`src/rtl/match_frame_axes_unit_assert.svh`:
```
// assertion macros for the axis matching block
`ifndef MATCH_FRAME_AXES_UNIT_ASSERT_SVH
`define MATCH_FRAME_AXES_UNIT_ASSERT_SVH

// same-cycle implication
`define MFA_ASSERT_NOW(label, pre, post) \
    label: assert property (@(posedge clk) disable iff (!rst_n) (pre) |-> (post)) \
        else $error("mfa check failed");

// next-cycle implication
`define MFA_ASSERT_NEXT(label, pre, post) \
    label: assert property (@(posedge clk) disable iff (!rst_n) (pre) |=> (post)) \
        else $error("mfa check failed");

`endif

```
`src/rtl/mfa_pkg.sv`:
```
package mfa_pkg;

    localparam int NUM_AXES       = 3;
    localparam int COMPONENT_BITS = 16;
    localparam int PROD_W         = 2 * COMPONENT_BITS;
    localparam int ACC_W          = 2 * COMPONENT_BITS + 1;
    localparam int MAG_W          = 2 * COMPONENT_BITS;

    typedef logic [1:0] axis_idx_t;
    typedef logic signed [COMPONENT_BITS-1:0] component_t;

    typedef struct packed {
        axis_idx_t  axis_index;
        component_t first_x;
        component_t first_y;
        component_t first_z;
        component_t second_x;
        component_t second_y;
        component_t second_z;
        logic       final_axis;
    } axis_item_t;

    typedef struct packed {
        axis_idx_t match_for_x;
        axis_idx_t match_for_y;
        axis_idx_t match_for_z;
        logic      flip_for_x;
        logic      flip_for_y;
        logic      flip_for_z;
        logic      degenerate;
    } match_item_t;

    typedef struct packed {
        logic      valid;
        logic      first;
        logic      last;
        axis_idx_t row;
        axis_idx_t col;
        axis_idx_t k;
    } mac_op_t;

    typedef struct packed {
        logic                    valid;
        logic signed [ACC_W-1:0] sum;
    } mac_res_t;

    typedef struct packed {
        logic start;
        logic out_free;
    } ctl_cmd_t;

    typedef struct packed {
        logic idle;
        logic done;
    } ctl_status_t;

endpackage

```
`src/rtl/match_frame_axes_unit.sv`:
```
// match_frame_axes_unit: greedy axis matching of two three-axis frames
//
// axis channel (axis_valid/axis_ready/axis_item): each item stores one axis
// of the first frame and one of the second frame in slot axis_index (slot
// three stores nothing). an item with final_axis set starts the matching.
// match channel (match_valid/match_ready/match_item): one result per final
// item, giving the matched second-frame axis and flip bit for each row.
//
// an item without final_axis is taken while the block is idle and gives no result.
// a final item: the nine dot products go through one shared multiplier and
// accumulator, one product per cycle, then a scan of the nine magnitudes
// finds the second pair; axis_ready returns at the same edge at which the
// result register loads. the frame slots are undefined until written;
// reset clears only control state and the result register's valid flag.
// a stalled receiver holds the result in the output register; further
// non-final items are still taken, and the next final item waits at the
// end of its matching until the register is free.
module match_frame_axes_unit (
    input  logic                 clk,
    input  logic                 rst_n,
    input  logic                 axis_valid,
    output logic                 axis_ready,
    input  mfa_pkg::axis_item_t  axis_item,
    output logic                 match_valid,
    input  logic                 match_ready,
    output mfa_pkg::match_item_t match_item
);
    import mfa_pkg::*;

    `include "match_frame_axes_unit_assert.svh"

    component_t  first_axes_reg  [NUM_AXES][NUM_AXES];
    component_t  second_axes_reg [NUM_AXES][NUM_AXES];
    logic        accept;
    ctl_cmd_t    cmd;
    ctl_status_t status;
    mac_op_t     op;
    mac_res_t    res;
    component_t  op_a, op_b;
    match_item_t result;
    logic        match_valid_reg;
    match_item_t match_item_reg;

    assign accept       = axis_valid && axis_ready;
    assign cmd.start    = accept && axis_item.final_axis;
    assign cmd.out_free = !match_valid_reg || match_ready;
    assign axis_ready   = status.idle;

    always_ff @(posedge clk)
    begin
        if (accept && axis_item.axis_index < axis_idx_t'(NUM_AXES))
        begin
            first_axes_reg[axis_item.axis_index][0]  <= axis_item.first_x;
            first_axes_reg[axis_item.axis_index][1]  <= axis_item.first_y;
            first_axes_reg[axis_item.axis_index][2]  <= axis_item.first_z;
            second_axes_reg[axis_item.axis_index][0] <= axis_item.second_x;
            second_axes_reg[axis_item.axis_index][1] <= axis_item.second_y;
            second_axes_reg[axis_item.axis_index][2] <= axis_item.second_z;
        end
    end

    assign op_a = first_axes_reg[op.row][op.k];
    assign op_b = second_axes_reg[op.col][op.k];

    mfa_mac u_mac (
        .clk   (clk),
        .rst_n (rst_n),
        .op    (op),
        .a     (op_a),
        .b     (op_b),
        .res   (res)
    );

    mfa_ctrl u_ctrl (
        .clk    (clk),
        .rst_n  (rst_n),
        .cmd    (cmd),
        .res    (res),
        .op     (op),
        .status (status),
        .result (result)
    );

    always_ff @(posedge clk or negedge rst_n)
    begin
        if (!rst_n)
            match_valid_reg <= 1'b0;
        else if (status.done)
            match_valid_reg <= 1'b1;
        else if (match_ready)
            match_valid_reg <= 1'b0;
    end

    always_ff @(posedge clk)
    begin
        if (status.done)
            match_item_reg <= result;
    end

    assign match_valid = match_valid_reg;
    assign match_item  = match_item_reg;

    `MFA_ASSERT_NEXT(a_final_blocks_input, cmd.start, !axis_ready)
    `MFA_ASSERT_NOW(a_result_after_busy, $rose(match_valid), !$past(axis_ready))
    `MFA_ASSERT_NOW(a_full_match_is_perm,
        match_valid && !match_item.degenerate,
        match_item.match_for_x != match_item.match_for_y
        && match_item.match_for_x != match_item.match_for_z
        && match_item.match_for_y != match_item.match_for_z)

endmodule

```
`src/rtl/mfa_mac.sv`:
```
module mfa_mac (
    input  logic               clk,
    input  logic               rst_n,
    input  mfa_pkg::mac_op_t   op,
    input  mfa_pkg::component_t a,
    input  mfa_pkg::component_t b,
    output mfa_pkg::mac_res_t  res
);
    import mfa_pkg::*;

    logic signed [PROD_W-1:0] prod_reg;
    logic                     p_valid_reg;
    logic                     p_first_reg;
    logic                     p_last_reg;
    logic signed [ACC_W-1:0]  acc_reg;
    logic signed [ACC_W-1:0]  acc_base;
    logic                     done_reg;

    always_comb
    begin
        if (p_first_reg)
            acc_base = '0;
        else
            acc_base = acc_reg;
    end

    always_ff @(posedge clk or negedge rst_n)
    begin
        if (!rst_n)
        begin
            p_valid_reg <= 1'b0;
            p_first_reg <= 1'b0;
            p_last_reg  <= 1'b0;
            done_reg    <= 1'b0;
        end
        else
        begin
            p_valid_reg <= op.valid;
            p_first_reg <= op.first;
            p_last_reg  <= op.last;
            done_reg    <= p_valid_reg && p_last_reg;
        end
    end

    always_ff @(posedge clk)
    begin
        prod_reg <= PROD_W'(a) * PROD_W'(b);
        if (p_valid_reg)
            acc_reg <= acc_base + ACC_W'(prod_reg);
    end

    assign res.valid = done_reg;
    assign res.sum   = acc_reg;

endmodule

```
`src/rtl/mfa_ctrl.sv`:
```
module mfa_ctrl (
    input  logic                 clk,
    input  logic                 rst_n,
    input  mfa_pkg::ctl_cmd_t    cmd,
    input  mfa_pkg::mac_res_t    res,
    output mfa_pkg::mac_op_t     op,
    output mfa_pkg::ctl_status_t status,
    output mfa_pkg::match_item_t result
);
    import mfa_pkg::*;

    typedef enum logic [2:0] {S_IDLE, S_DOT, S_DRAIN, S_SCAN, S_DONE} state_t;

    localparam axis_idx_t LAST_IDX = axis_idx_t'(NUM_AXES - 1);

    state_t             state_reg;
    axis_idx_t          iss_row_reg, iss_col_reg, iss_k_reg;
    axis_idx_t          res_row_reg, res_col_reg;
    axis_idx_t          scan_row_reg, scan_col_reg;
    logic [MAG_W-1:0]   best_reg, best2_reg;
    axis_idx_t          im_reg, jm_reg, is_reg, js_reg;
    logic [MAG_W-1:0]   mag_reg [NUM_AXES][NUM_AXES];
    logic               pos_reg [NUM_AXES][NUM_AXES];

    logic signed [ACC_W-1:0] res_abs;
    logic [MAG_W-1:0]        res_mag;
    logic                    res_pos;
    logic [MAG_W-1:0]        scan_mag;
    logic                    scan_hit;
    axis_idx_t               it, jt;
    axis_idx_t               match [NUM_AXES];
    logic                    written [NUM_AXES];
    logic                    flip [NUM_AXES];

    function automatic axis_idx_t leftover(input axis_idx_t a, input axis_idx_t b);
        axis_idx_t r;
        r = '0;
        for (int i = 0; i < NUM_AXES; i++)
        begin
            if (axis_idx_t'(i) != a && axis_idx_t'(i) != b)
                r = axis_idx_t'(i);
        end
        return r;
    endfunction

    always_comb
    begin
        res_abs  = res.sum[ACC_W-1] ? -res.sum : res.sum;
        res_mag  = res_abs[MAG_W-1:0];
        res_pos  = !res.sum[ACC_W-1] && (res.sum != '0);
        scan_mag = mag_reg[scan_row_reg][scan_col_reg];
        scan_hit = (scan_row_reg != im_reg) && (scan_col_reg != jm_reg)
                   && (scan_mag > best2_reg);
    end

    // third pair and final assembly, later pairs overwrite earlier ones
    always_comb
    begin
        it = leftover(im_reg, is_reg);
        jt = leftover(jm_reg, js_reg);
        for (int i = 0; i < NUM_AXES; i++)
        begin
            match[i]   = '0;
            written[i] = 1'b0;
        end
        match[im_reg]   = jm_reg;
        written[im_reg] = 1'b1;
        match[is_reg]   = js_reg;
        written[is_reg] = 1'b1;
        match[it]       = jt;
        written[it]     = 1'b1;
        for (int i = 0; i < NUM_AXES; i++)
            flip[i] = written[i] && !pos_reg[i][match[i]];
        result.match_for_x = match[0];
        result.match_for_y = match[1];
        result.match_for_z = match[2];
        result.flip_for_x  = flip[0];
        result.flip_for_y  = flip[1];
        result.flip_for_z  = flip[2];
        result.degenerate  = (best_reg == '0) || (best2_reg == '0);
    end

    assign op.valid = (state_reg == S_DOT);
    assign op.first = (iss_k_reg == '0);
    assign op.last  = (iss_k_reg == LAST_IDX);
    assign op.row   = iss_row_reg;
    assign op.col   = iss_col_reg;
    assign op.k     = iss_k_reg;

    assign status.idle = (state_reg == S_IDLE);
    assign status.done = (state_reg == S_DONE) && cmd.out_free;

    always_ff @(posedge clk or negedge rst_n)
    begin
        if (!rst_n)
        begin
            state_reg    <= S_IDLE;
            iss_row_reg  <= '0;
            iss_col_reg  <= '0;
            iss_k_reg    <= '0;
            res_row_reg  <= '0;
            res_col_reg  <= '0;
            scan_row_reg <= '0;
            scan_col_reg <= '0;
            best_reg     <= '0;
            best2_reg    <= '0;
            im_reg       <= '0;
            jm_reg       <= '0;
            is_reg       <= '0;
            js_reg       <= '0;
        end
        else
        begin
            // first greedy pass runs as each dot product lands
            if (res.valid)
            begin
                if (res_mag > best_reg)
                begin
                    best_reg <= res_mag;
                    im_reg   <= res_row_reg;
                    jm_reg   <= res_col_reg;
                end
                if (res_col_reg == LAST_IDX)
                begin
                    res_col_reg <= '0;
                    res_row_reg <= res_row_reg + 2'd1;
                end
                else
                    res_col_reg <= res_col_reg + 2'd1;
            end

            case (state_reg)
                S_IDLE:
                begin
                    if (cmd.start)
                    begin
                        state_reg    <= S_DOT;
                        iss_row_reg  <= '0;
                        iss_col_reg  <= '0;
                        iss_k_reg    <= '0;
                        res_row_reg  <= '0;
                        res_col_reg  <= '0;
                        scan_row_reg <= '0;
                        scan_col_reg <= '0;
                        best_reg     <= '0;
                        best2_reg    <= '0;
                        im_reg       <= '0;
                        jm_reg       <= '0;
                        is_reg       <= '0;
                        js_reg       <= '0;
                    end
                end
                S_DOT:
                begin
                    if (iss_k_reg == LAST_IDX)
                    begin
                        iss_k_reg <= '0;
                        if (iss_col_reg == LAST_IDX)
                        begin
                            iss_col_reg <= '0;
                            if (iss_row_reg == LAST_IDX)
                                state_reg <= S_DRAIN;
                            else
                                iss_row_reg <= iss_row_reg + 2'd1;
                        end
                        else
                            iss_col_reg <= iss_col_reg + 2'd1;
                    end
                    else
                        iss_k_reg <= iss_k_reg + 2'd1;
                end
                S_DRAIN:
                begin
                    if (res.valid && res_row_reg == LAST_IDX && res_col_reg == LAST_IDX)
                        state_reg <= S_SCAN;
                end
                S_SCAN:
                begin
                    if (scan_hit)
                    begin
                        best2_reg <= scan_mag;
                        is_reg    <= scan_row_reg;
                        js_reg    <= scan_col_reg;
                    end
                    if (scan_col_reg == LAST_IDX)
                    begin
                        scan_col_reg <= '0;
                        if (scan_row_reg == LAST_IDX)
                            state_reg <= S_DONE;
                        else
                            scan_row_reg <= scan_row_reg + 2'd1;
                    end
                    else
                        scan_col_reg <= scan_col_reg + 2'd1;
                end
                S_DONE:
                begin
                    if (cmd.out_free)
                        state_reg <= S_IDLE;
                end
                default:
                begin
                    state_reg <= S_IDLE;
                end
            endcase
        end
    end

    always_ff @(posedge clk)
    begin
        if (res.valid)
        begin
            mag_reg[res_row_reg][res_col_reg] <= res_mag;
            pos_reg[res_row_reg][res_col_reg] <= res_pos;
        end
    end

endmodule

```
`config.mk`:
```
export PLATFORM = sky130hd
export DESIGN_NAME = match_frame_axes_unit
export DESIGN_NICKNAME = d
export VERILOG_FILES = /design/src/rtl/mfa_pkg.sv /design/src/rtl/match_frame_axes_unit.sv /design/src/rtl/mfa_mac.sv /design/src/rtl/mfa_ctrl.sv
export VERILOG_INCLUDE_DIRS = /design/src /design/src/rtl
export SDC_FILE = /design/constraint.sdc
export NUM_CORES = 2
export LEC_CHECK = 0
export BUFFER_PORTS_ARGS = -buffer_cell sky130_fd_sc_hd__clkbuf_2
export CORE_MARGIN = 2
export CORE_UTILIZATION = 40
export CTS_BUF_LIST = sky130_fd_sc_hd__clkbuf_8 sky130_fd_sc_hd__clkbuf_16
export DETAILED_ROUTE_END_ITERATION = 7
export PLACE_DENSITY_LB_ADDON = 0.08
export SLEW_MARGIN = 5
export SYNTH_ARGS = -nofsm -noshare
export SYNTH_HDL_FRONTEND = slang
export SYNTH_SLANG_ARGS = --single-unit
```
`constraint.sdc`:
```
create_clock -name clk -period 10.1 [get_ports clk]
set_clock_uncertainty 0.2 [all_clocks]
set_input_delay 1.01 -clock clk [delete_from_list [all_inputs] [get_ports clk]]
set_output_delay 1.01 -clock clk [all_outputs]
set_load 0.01 [all_outputs]
```
Word-level counts from Yosys, hierarchy flattened
Memory sizes are Yosys's and may differ from the RTL's. Cells that the tools add are included.

Input bits: 103. Memories: 4. Output and inout port bits: 12. Register bits after elaboration: 169. RAM bits: 585. Word-level logic and storage cells: 245.

Memory list: u_ctrl.mag_reg (depth 3, bits a word 96, rd ports 1, clocked after Yosys merged registers in 0, write ports 1, RTL line mfa_ctrl.sv:22) `logic [MAG_W-1:0] mag_reg [NUM_AXES][NUM_AXES];`; first_axes_reg (depth 3, bits a word 48, rd ports 1, clocked after Yosys merged registers in 0, write ports 1, RTL line match_frame_axes_unit.sv:32) `component_t first_axes_reg [NUM_AXES][NUM_AXES];`; second_axes_reg (depth 3, bits a word 48, rd ports 1, clocked after Yosys merged registers in 0, write ports 1, RTL line match_frame_axes_unit.sv:33) `component_t second_axes_reg [NUM_AXES][NUM_AXES];`; u_ctrl.pos_reg (depth 3, bits a word 3, rd ports 3, clocked after Yosys merged registers in 0, write ports 1, RTL line mfa_ctrl.sv:23) `logic pos_reg [NUM_AXES][NUM_AXES];`.

Multiply operators: 1. Muxes and demuxes: 100. Equal/unequal tests: 32. Add/subtract/negate cells: 9. Magnitude comparators: 16. Bitwise operators: 12. Reduce and logical (&&, ||, !) cells: 43.

Operators by type and width (count): 32-bit two-way mux (10); 96-bit two-way mux (1); 2-bit two-way mux (33); 16-bit binary-select mux with 2-bit select (2); 32-bit binary-select mux with 2-bit select (1); 32-bit demux with 2-bit select (1); 32-bit greater-than comparator (2); 32-bit logical NOT (2); 16-bit two-way mux (4); 32-bit one-hot mux with 2 select lines (1); 33-bit by 32-bit adder with 33-bit output (1); 33-bit two-way mux (1); 33-bit nonzero test (1); 16-bit by 16-bit multiplier with 32-bit output (1); 32-bit negation (1); 2-bit one-hot mux with 2 select lines (7); 3-bit >= comparator, second input constant (9); 3-bit two-way mux (9); 2-bit NOT with 3-bit output (9); 1-bit logical AND (21); 1-bit two-way mux (17); 2-bit by 1-bit != test with 1-bit output, second input constant (8); 3-bit one-hot mux with 5 select lines (1); 2-bit by 1-bit adder with 2-bit output, second input constant (7); 26 further kinds (63).

Depth between registers and ports, before layout
Word-level depth: 16. Depth in mapped cells: 30.

Cells and area by module
A second synthesis with hierarchy kept.

Cells, all modules: 3497. Area total of the unflattened synthesis: 43464.2 um^2.

Modules (own cells, without submodules): mfa_ctrl (seq. area each 11145.7 um^2, cells an instance 1434, instances 1, area an instance 18174.9 um^2); mfa_mac (seq. area each 1731.7 um^2, cells an instance 1423, instances 1, area an instance 13436.6 um^2); match_frame_axes_unit (seq. area each 8973.6 um^2, cells an instance 640, instances 1, area an instance 11852.6 um^2).

Worst setup path after synthesis
OpenSTA, ideal clock, no wires.

Path kind: register to register. Start point: reg u_ctrl.state_reg[0]. End point: mem first_axes_reg[1][0] in the netlist's numbering, enable pin. Arrival: 8.310 ns. Clock period less this slack: 9.198 ns. Stages on the path, launching flop included: 5. Buffers on the path: 1. Required time: 9.212 ns. Setup slack: 0.902 ns. Library setup time: 0.688 ns. Cells stage by stage: dfrtp_1 > clkbuf_1 > nor3_1 > nand2_1 > nor3b_1.

Cells in the longest elaborated chain, start to end: 5.

Ends and longest elaborated chain: start, declared (RTL line mfa_ctrl.sv:16) `state_t state_reg;`; start signal, assigned (RTL line mfa_ctrl.sv:97) `state_reg <= S_IDLE;`; start signal, assigned (RTL line mfa_ctrl.sv:137) `state_reg <= S_DOT;`; start signal, assigned (RTL line mfa_ctrl.sv:162) `state_reg <= S_DRAIN;`; 3-bit logical NOT (RTL line mfa_ctrl.sv:90) `assign status.idle = (state_reg == S_IDLE);`; named net axis_ready (RTL line match_frame_axes_unit.sv:22) `output logic axis_ready,`; 1-bit logical AND (RTL line match_frame_axes_unit.sv:44) `assign accept = axis_valid && axis_ready;`; 1-bit logical AND (RTL line match_frame_axes_unit.sv:51) `if (accept && axis_item.axis_index < axis_idx_t'(NUM_AXES))`; 1-bit two-way mux (RTL line match_frame_axes_unit.sv:51); 1-bit two-way mux (implied by the code) (RTL line match_frame_axes_unit.sv:55) `first_axes_reg[axis_item.axis_index][2] <= axis_item.first_z;`; end, declared (RTL line match_frame_axes_unit.sv:32).

The timed path passes the listed nets, and every way through them passes these cells.

Worst setup path in the final report
Start point: reg u_ctrl.iss_row_reg[0]. End point: reg u_mac.prod_reg[30].

Cells in the longest elaborated chain, start to end: 5.

Ends and longest elaborated chain: start, declared (RTL line mfa_ctrl.sv:17) `axis_idx_t iss_row_reg, iss_col_reg, iss_k_reg;`; start signal, assigned (RTL line mfa_ctrl.sv:164) `iss_row_reg <= iss_row_reg + 2'd1;`; memory read 3 x 48 bit; 16-bit binary-select mux with 2-bit select (RTL line match_frame_axes_unit.sv:62) `assign op_a = first_axes_reg[op.row][op.k];`; 16-bit two-way mux (implied by the code) (2 in series) (RTL line match_frame_axes_unit.sv:62); 16-bit by 16-bit multiplier with 32-bit output (RTL line mfa_mac.sv:47) `prod_reg <= PROD_W'(a) * PROD_W'(b);`; end signal, assigned (RTL line mfa_mac.sv:47); end, declared (RTL line mfa_mac.sv:11) `logic signed [PROD_W-1:0] prod_reg;`.

No other way between the ends. The select of a mux whose other input is x is not followed. A chain may end at the register's enable or synchronous reset.

==> results.yml <==
outcome:
  status: "complete, no violations"
clocking:
  numClockSinks: 754
  insertion_delay_ps: 670
  post_cts_resized: 0
  root_buffer: "clkbuf_16"
  clkTransAtPathRegs_ps: 60
  cts_tree: "yes"
  htree_levels: 3
  cts_buffers: 86
  post_cts_buffers: 0
  clock_path_buffers: 3
  postCtsHoldBufs: 0
run:
  cap_violations: 0
logic_synthesis:
  synth_cell_type_count: 71
  yosys-top-cells-count: "edfxtp_1 (628), inv_1 (393), fa_1 (263)"
  synthMostInstantiatedCell: "edfxtp_1"
  synth_mux_area_share_pct: 7.19
  synth_seq_area_share_pct: 51.1
  synth-compound-area-share_pct: 8.51
  synth_nets: 3914
  synth_warnings: 0
  synth_fa_ha_area_share_pct: 17.7
  synth_top_family_by_area: "adder cells"
  synth.area.top_cells: "edfxtp_1 (44%), fa_1 (12%), dfrtp_1 (5.5%)"
  synth_seq_cells: 754
  synthArstFlopShare_pct: 12.5
  synth-edff-count: 628
  avgSynthCellArea_um2: 12.7
  synth.top_cell.area_share_pct: 44.1
  synth-main-ff-cell: "edfxtp_1"
  yosysTopAreaCell: "edfxtp_1"
  synthXorXnorAreaFrac_pct: 1.99
  syn_area_um2: 42800
  syn_inst: 3364
  yosys.area_share.simple_pct: 8.76
critical_path:
  crit_fanout: 25
  worstSetupStartpointType: "register"
  crit_type: "reg -> reg"
  cp.required_ps: 10440
  setup.worst_path.end_class: "register"
  r2r_cells: 24
  reg2reg_from: "u_ctrl.iss_row_reg[0]"
  timing.rr.end: "u_mac.prod_reg[30]"
  slowest_delay_ps: 890
  cp.arrival_ps: 9110
  cp_common_cell: "fa_1"
  slowest_stage: "dfrtp_2"
  path_cells: "buf_4 -> mux4_2 -> a221o_1 -> nand2_1 -> nor2_1 -> fa_1 -> inv_1 -> fa_1 -> fa_1 -> inv_1 -> fa_1 -> fa_1 -> inv_1 -> fa_1 -> inv_1 -> ha_1 -> a21oi_1 -> o211ai_1 -> a22o_1 -> a41o_1 -> a2111oi_0 -> o31ai_1 -> a21oi_1 -> xnor2_1"
  rrSetupSlack_ps: 1340
cells_and_area:
  drive_above_1_share_pct: 14.6
  num_antenna_cells: 0
  nets: 4056
  syn_to_final_growth_pct: 12.6
  largest_register_ffs: 288
sta:
  period_share_pct: 86.8
  relSlewSlack_pct: 6.07
  final.setup.tns_ps: 0
  period_needed_ps: 8760
  finalMaxSlewViolations: 0
  rsz0062_at_grt: "false"
  worstMarginPinSlew_ps: 1400
  fmax_ghz: 0.114
  hold_viol: 0
  final-setup-viol-count: 0
global_routing:
  grt_pass1_vias: 28700
  grt.overflow.total: 0
  grt_start_max_net_pins: 65
  track_usage_pct: 20.4
  grt_pass1_wl_um: 170000
  antenna_found_initial: 1
placement:
  gp_congestion: 0.859
  hpwlAfterDp_um: 75600
  port_buffers: 114
routing:
  routed_wl_um: 109000
  dr.pass1.iters: 5
  wire_per_inst_um: 21.9
  drc: 0
  ant_nets: 0
  first_iter_violations: 1649
  vias: 26600
  viasPerCell: 5.36
floorplanning:
  ios: 115
  die_x_um: 331
  core_area_um2: 106000
  std_cell_rows: 119
  dieArea_um2: 110000
  start_util_pct: 40.4
  dieHeight_um: 331
worst_hold_path:
  worstHoldPathType: "in -> async"
## final cells by class
class                           count  area [um2]
Clock buffer                       92        2250
Clock inverter                     66         654
Fill cell                        9567       57600
Inverter                          394        1480
Multi-Input combinational cell   2073       18900
Sequential cell                   754       21900
Tap cell                         1391        1740
Timing Repair Buffer              197        1200
## routing by layer
metal / global-route usage (%) / vias up / share of wire [%]
met3: 2.77 / 192 / 3.7
met5: 0 / - / 0
li1: - / 12300 / -
met1: 25.6 / 13600 / 42
met4: 7.23 / 0 / 3.6
met2: 35.9 / 546 / 50
## worst max-delay path, delay by kind of cell (launching register included)
family	cells	cell delay, ps
flops	1	890
simple gates	2	510
mux	1	520
buf+inv	5	500
fa+ha+maj	7	3450
xor+xnor	1	140
compound gates	8	2390
## through the flow
step	utilization (%)	hold slack, ps	worst slack (ps)	instances	area [um2]
floorplan	-	228	902	3364	42800
global placement	42.8	248	1430	4809	45200
detailed placement	42.8	241	1380	4809	45200
CTS	45.5	115	1310	4967	48100
global route	45.5	151	849	4967	48100
finish	45.5	145	1340	4967	48100
## logic make-up after synthesis
logic type / count (synthesis)
AND/OR/NAND/NOR: 779
multiplexers: 218
AO/OA/AOI/OAI: 532
XOR/XNOR: 97
adder cells (fa/ha/maj): 447
buffers and inverters: 537
flip-flops: 754
## cells in the final DEF (no fill, tap or decap), types with 82 or more instances in the layout
cell type  netlist  layout
nand2_1        169     169
inv_1          393     414
clkbuf_2         0     113
buf_4            0      84
clkbuf_16        0      87
edfxtp_1       628     628
dfrtp_1         94      86
nor3_1          84      82
nor2_1         236     234
ha_1           184     184
fa_1           263     263
a21oi_1        175     174
## worst max path at each step
| stage | startpoint | endpoint | slack [ps] | depth (start not counted) |
|---|---|---|---|---|
| 2_1_floorplan | u_ctrl.state_reg[0] | first_axes_reg[1][0] | 900 | 4 |
| 3_3_place_gp | u_ctrl.iss_row_reg[0] | u_mac.prod_reg[31] | 1430 | 24 |
| 3_5_place_dp | u_ctrl.iss_col_reg[0] | u_mac.prod_reg[31] | 1380 | 25 |
| 4_1_cts | u_ctrl.iss_row_reg[0] | u_mac.prod_reg[30] | 1310 | 24 |
| 5_1_grt | u_ctrl.iss_row_reg[0] | u_mac.prod_reg[30] | 850 | 24 |
| 6_report | u_ctrl.iss_row_reg[0] | u_mac.prod_reg[30] | 1340 | 24 |
Power is left out: the tool's default activity adds up to more than one toggle a clock period on the data nets, which glitch-free logic cannot reach.
